===== config.mk =====
export PLATFORM = sky130hd
export DESIGN_NAME = ffra_mod
export DESIGN_NICKNAME = d
export VERILOG_FILES = /design/src/design/ffra_pkg.sv /design/src/design/ffra_mod.sv
export SDC_FILE = /design/constraint.sdc
export NUM_CORES = 1
export LEC_CHECK = 0
export ABC_CLOCK_PERIOD_IN_PS = 5150
export BUFFER_PORTS_ARGS = -buffer_cell sky130_fd_sc_hd__buf_2
export CAP_MARGIN = 0
export CORE_UTILIZATION = 63
export CTS_BUF_LIST = sky130_fd_sc_hd__clkbuf_8
export DETAILED_ROUTE_END_ITERATION = 10
export HOLD_SLACK_MARGIN = 0.1
export PLACE_DENSITY = 0.88
export SKIP_LAST_GASP = 1
export SLEW_MARGIN = 20
export SYNTH_ARGS = -nofsm -noshare
export SYNTH_HDL_FRONTEND = slang
export SYNTH_SLANG_ARGS = --single-unit

===== constraint.sdc =====
create_clock -name clk -period 5.15 [get_ports clk]
set_input_delay 0.515 -clock clk [delete_from_list [all_inputs] [get_ports clk]]
set_output_delay 0.515 -clock clk [all_outputs]
set_load 0.05 [all_outputs]

===== src/design/ffra_pkg.sv =====
`default_nettype none

package ffra_pkg;

	// Default sizes of the two tables and the address width.
	localparam int FREE_SLOTS_DEF = 64;
	localparam int LIVE_SLOTS_DEF = 256;
	localparam int ADDR_BITS_DEF  = 48;

	// Fixed field widths.
	localparam int ALIGN_BITS  = 33;
	localparam int OFFSET_BITS = 32;
	localparam int CMD_BITS    = 2;
	localparam int STAT_BITS   = 2;

	// Command codes.
	localparam logic [CMD_BITS-1:0] CMD_INIT  = 2'd0;
	localparam logic [CMD_BITS-1:0] CMD_ALLOC = 2'd1;
	localparam logic [CMD_BITS-1:0] CMD_FREE  = 2'd2;

	// Status codes.
	localparam logic [STAT_BITS-1:0] ST_OK       = 2'd0;
	localparam logic [STAT_BITS-1:0] ST_NO_SPACE = 2'd1;
	localparam logic [STAT_BITS-1:0] ST_NOT_FND  = 2'd2;
	localparam logic [STAT_BITS-1:0] ST_FULL     = 2'd3;

	// Register indexes.
	localparam logic REG_BASE = 1'b0;
	localparam logic REG_SIZE = 1'b1;

endpackage

`default_nettype wire


===== src/design/ffra_mod.sv =====
`default_nettype none

// Restoring remainder unit: one dividend bit per cycle.
module ffra_mod
	import ffra_pkg::*;
#(
	parameter int ADDR_BITS = ADDR_BITS_DEF
) (
	input  wire                   clk,
	input  wire                   arst_n,
	input  wire                   start,
	input  wire [ADDR_BITS-1:0]   dividend,
	input  wire [ALIGN_BITS-1:0]  divisor,
	output logic                  done,
	output logic [ALIGN_BITS-1:0] rem
);

	localparam int CNTW = $clog2(ADDR_BITS + 1);

	logic                  busy_q;
	logic                  done_q;
	logic [CNTW-1:0]       cnt_q;
	logic [ADDR_BITS-1:0]  dvd_q;
	logic [ALIGN_BITS-1:0] div_q;
	logic [ALIGN_BITS-1:0] r_q;
	logic [ALIGN_BITS:0]   trial;
	logic [ALIGN_BITS:0]   diff;
	logic [ALIGN_BITS-1:0] r_next;

	// Shift in the next dividend bit and subtract the divisor when it fits.
	always_comb begin
		trial  = {r_q, dvd_q[ADDR_BITS-1]};
		diff   = trial - {1'b0, div_q};
		r_next = (trial >= {1'b0, div_q}) ? diff[ALIGN_BITS-1:0] : trial[ALIGN_BITS-1:0];
	end

	// Control of the iteration.
	always_ff @(posedge clk or negedge arst_n) begin
		if (!arst_n) begin
			busy_q <= 1'b0;
			done_q <= 1'b0;
			cnt_q  <= '0;
		end else begin
			done_q <= 1'b0;
			if (start) begin
				busy_q <= 1'b1;
				cnt_q  <= CNTW'(ADDR_BITS);
			end else if (busy_q) begin
				cnt_q <= cnt_q - 1'b1;
				if (cnt_q == CNTW'(1)) begin
					busy_q <= 1'b0;
					done_q <= 1'b1;
				end
			end
		end
	end

	// Datapath of the iteration.
	always_ff @(posedge clk) begin
		if (start) begin
			dvd_q <= dividend;
			div_q <= divisor;
			r_q   <= '0;
		end else if (busy_q) begin
			dvd_q <= {dvd_q[ADDR_BITS-2:0], 1'b0};
			r_q   <= r_next;
		end
	end

	assign done = done_q;
	assign rem  = r_q;

endmodule

`default_nettype wire


==> results_dict.tcl <==
set metrics [dict create \
    outcome "complete, no violations" \
    cts_buffer_depth 2 \
    fin_crit_sh_pct 68.5 \
    cts-hold-fix-buffers 1 \
    cts_tree "yes" \
    die_h_microns 106 \
    synth_ff_type "edfxtp_1" \
    cellPowerDensity_mw_per_mm2 350 \
    rr_worst_depth 13 \
    final_cells 912 \
    cts_root_buf "clkbuf_8" \
    fin_skew_ps 15.8 \
    area_growth_pct 15.1 \
    ir_worst_vdd_uv 255 \
    die-area_sq_mm 0.0113 \
    drv_slew 0 \
    grt_pass1_wl_microns 26600 \
    grt_max_degree 72 \
    p_switching_uw 924 \
    p_seq_share_pct 43.8 \
    clk_pin_slew_ps 80 \
    cts_htree_levels 4 \
    netSwitchingFraction_pct 33.3 \
    coreArea_sq_mm 0.0105 \
    routed_via_density 6.12 \
    cp_num_cells 13 \
    wl_microns 16500 \
    synthCells 653 \
    power_leakage_uw 0.00339 \
    fmax_ghz 0.284 \
    hold_class "input pin to register" \
    row_count 37 \
    fin_tns_setup_ps 0 \
    first_pass_iters 5 \
    initial_core_util_pct 65.7 \
    path_cells "inv_1 > ha_1 > inv_1 > fa_1 > a211oi_1 > o21ai_2 > nand3_4 > a2111oi_4 > o2111ai_2 > and2_1 > buf_4 > nand2_1 > a311oi_1" \
    crit_path_end_kind "register" \
    crit_type "register to register" \
    tightest_slew_ps 968 \
    fillers 722 \
    diodes 0 \
    final_hold_viol_count 0 \
    ys_warn_count 0 \
    synth_seq_area_share_pct 47.9 \
    crit_family "compound AO/OA/AOI/OAI gates" \
    avgSynthCellArea_sq_um 10.5 \
    drc 0 \
    critPathLaunchType "register" \
    numCtsBuffers 17 \
    grt_pass1_vias 5630 \
    drt-initial-drc-count 374 \
    insertion_delay_ps 470 \
    drtAntennaViolNets 0 \
    drv_cap 0 \
    finalCriticalPeriod_ps 3530 \
    via_count 5579 \
    gr-total-overflow 0 \
    gp_congestion 0.937 \
    synth_area_sq_mm 0.00687 \
    final_common_cell "buf_2" \
    pwr-share-clk_pct 30.4 \
    setup_violations 0 \
    antenna_found_initial 0 \
    hpwl_microns 11400 \
    synth-edff-count 81 \
    die_w_microns 106 \
    synthArstFlopShare_pct 6.56 \
    cts_setup_buffers 0 \
    io_buffers 117 \
    rsz0062_at_grt "false" \
    fin_nets 883 \
    clock_sinks 122 \
    p_int_uw 1850 \
    place_inst 879 \
    drive_above_1_share_pct 27.2 \
    cp_slowest_cell "and2_1" \
    worst_ep_required_time_ps 5510 \
    wl_per_cell_microns 18.0 \
    relSlewSlack_pct 33.8 \
    ctsResizeCount 0 \
    comb_power_share_pct 25.8 \
    whs_path_depth 1 \
    cp_common_cell "inv_1" \
    final_cell_mix "buf_2, edfxtp_1, nand2_1" \
    boundaryPins 118 \
    track_usage_pct 30.8 \
    synth.distinct_cells 68 \
    cp.arrival_ps 3890 \
    mappedNetlistNets 773 \
    worst_path_largest_cell_delay_ps 610 \
    yosys_register_bits 122 \
    critPathBufInv 3 \
    cp_max_fo 18 \
]
==> kinds of logic after synthesis <==
group                    synth area share, %
adder cells (fa/ha/maj)                 6.66
multiplexers                            7.85
XOR/XNOR                                3.95
buffers and inverters                   4.50
flip-flops                              47.9
AO/OA/AOI/OAI                           15.7
AND/OR/NAND/NOR                         13.5
==> Yosys cell counts, types with 4 or more instances <==
library cell	number	area, sq um
xnor2_1	19	166
nand2b_1	6	37.5
a21oi_1	37	185
nor2b_1	6	37.5
edfxtp_1	81	2430
ha_1	35	438
nand3_1	10	50.1
clkbuf_1	19	71.3
inv_1	43	161
a32oi_1	4	35.0
o22ai_1	4	25.0
and3_1	6	37.5
o21ai_0	19	95.1
buf_2	4	20.0
or3_1	4	25.0
a211oi_1	11	82.6
and2_1	5	31.3
xor2_1	12	105
nor4_1	7	43.8
mux2_2	47	529
dfxtp_1	33	661
nand2_1	57	214
a21o_1	14	105
dfrtp_1	8	200
nor2_1	53	199
nor3b_1	6	45.0
a311oi_1	16	140
nor3_1	10	50.1
a31oi_1	7	43.8
nand4_1	6	37.5
o21bai_1	4	30.0
==> path summary, 6_finish.rpt <==
kind	slack [ps]	startpoint	to
min in group asynchronous	440	arst_n	cnt_q[2]
hold reg to reg	520	rem[8]	rem[9]
hold / removal	220	divisor[12]	div_q[12]
setup reg to reg	1620	dvd_q[47]	rem[7]
setup / recovery	1620	dvd_q[47]	rem[7]
max in group asynchronous	4530	arst_n	busy_q
==> power groups by stage <==
stage | Sequential (uW) | Combinational, uW | Clock [uW]
2_1_floorplan | 1310 | 444 | 0
3_5_place_dp | 1230 | 699 | 0
6_report | 1210 | 715 | 844
4_1_cts | 1210 | 707 | 855
3_3_place_gp | 1230 | 676 | 0
5_1_grt | 1220 | 776 | 893
==> routing by layer <==
metal | vias up | global-route usage [%] | wire length (microns)
met1 | 2624 | 34.7 | 6480
li1 | 2644 | - | -
met2 | 257 | 51.9 | 8160
met5 | - | 0 | 0
met3 | 54 | 10.5 | 1300
met4 | 0 | 15.3 | 507
==> metrics by stage <==
stage	setup slack, ps	hold WS, ps	utilization (%)	total power (uW)	cell area, sq um
floorplan	2210	219	-	1750	6870
global placement	1840	359	71.8	1900	7510
detailed placement	1710	361	71.8	1930	7510
CTS	1650	186	75.6	2770	7910
global route	1370	184	75.6	2890	7910
finish	1620	216	75.6	2770	7910
==> registers in the layout, summed over array words and instances, names as in the netlist <==
| signal | count |
|---|---|
| busy_q | 1 |
| cnt_q | 6 |
| dvd_q | 48 |
| rem | 33 |
| done | 1 |
| div_q | 33 |
==> area by class of cell <==
type	instances	area, sq um	area share, %
timing repair buffer	122	628	7.94
sequential	122	3290	41.6
clock inverter	15	154	1.94
inverter	43	161	2.04
clock buffer	17	234	2.96
tap	136	170	2.15
multi-input combinational	457	3270	41.3
==> worst register-to-register path, stage by stage (launching register included) <==
cell	delay (ps)
edfxtp_1	390
inv_1	70
ha_1	160
inv_1	50
fa_1	420
a211oi_1	390
o21ai_2	160
nand3_4	130
a2111oi_4	80
o2111ai_2	230
and2_1	610
buf_4	370
nand2_1	90
a311oi_1	290
No activity file was read; power rests on OpenSTA's default activity.
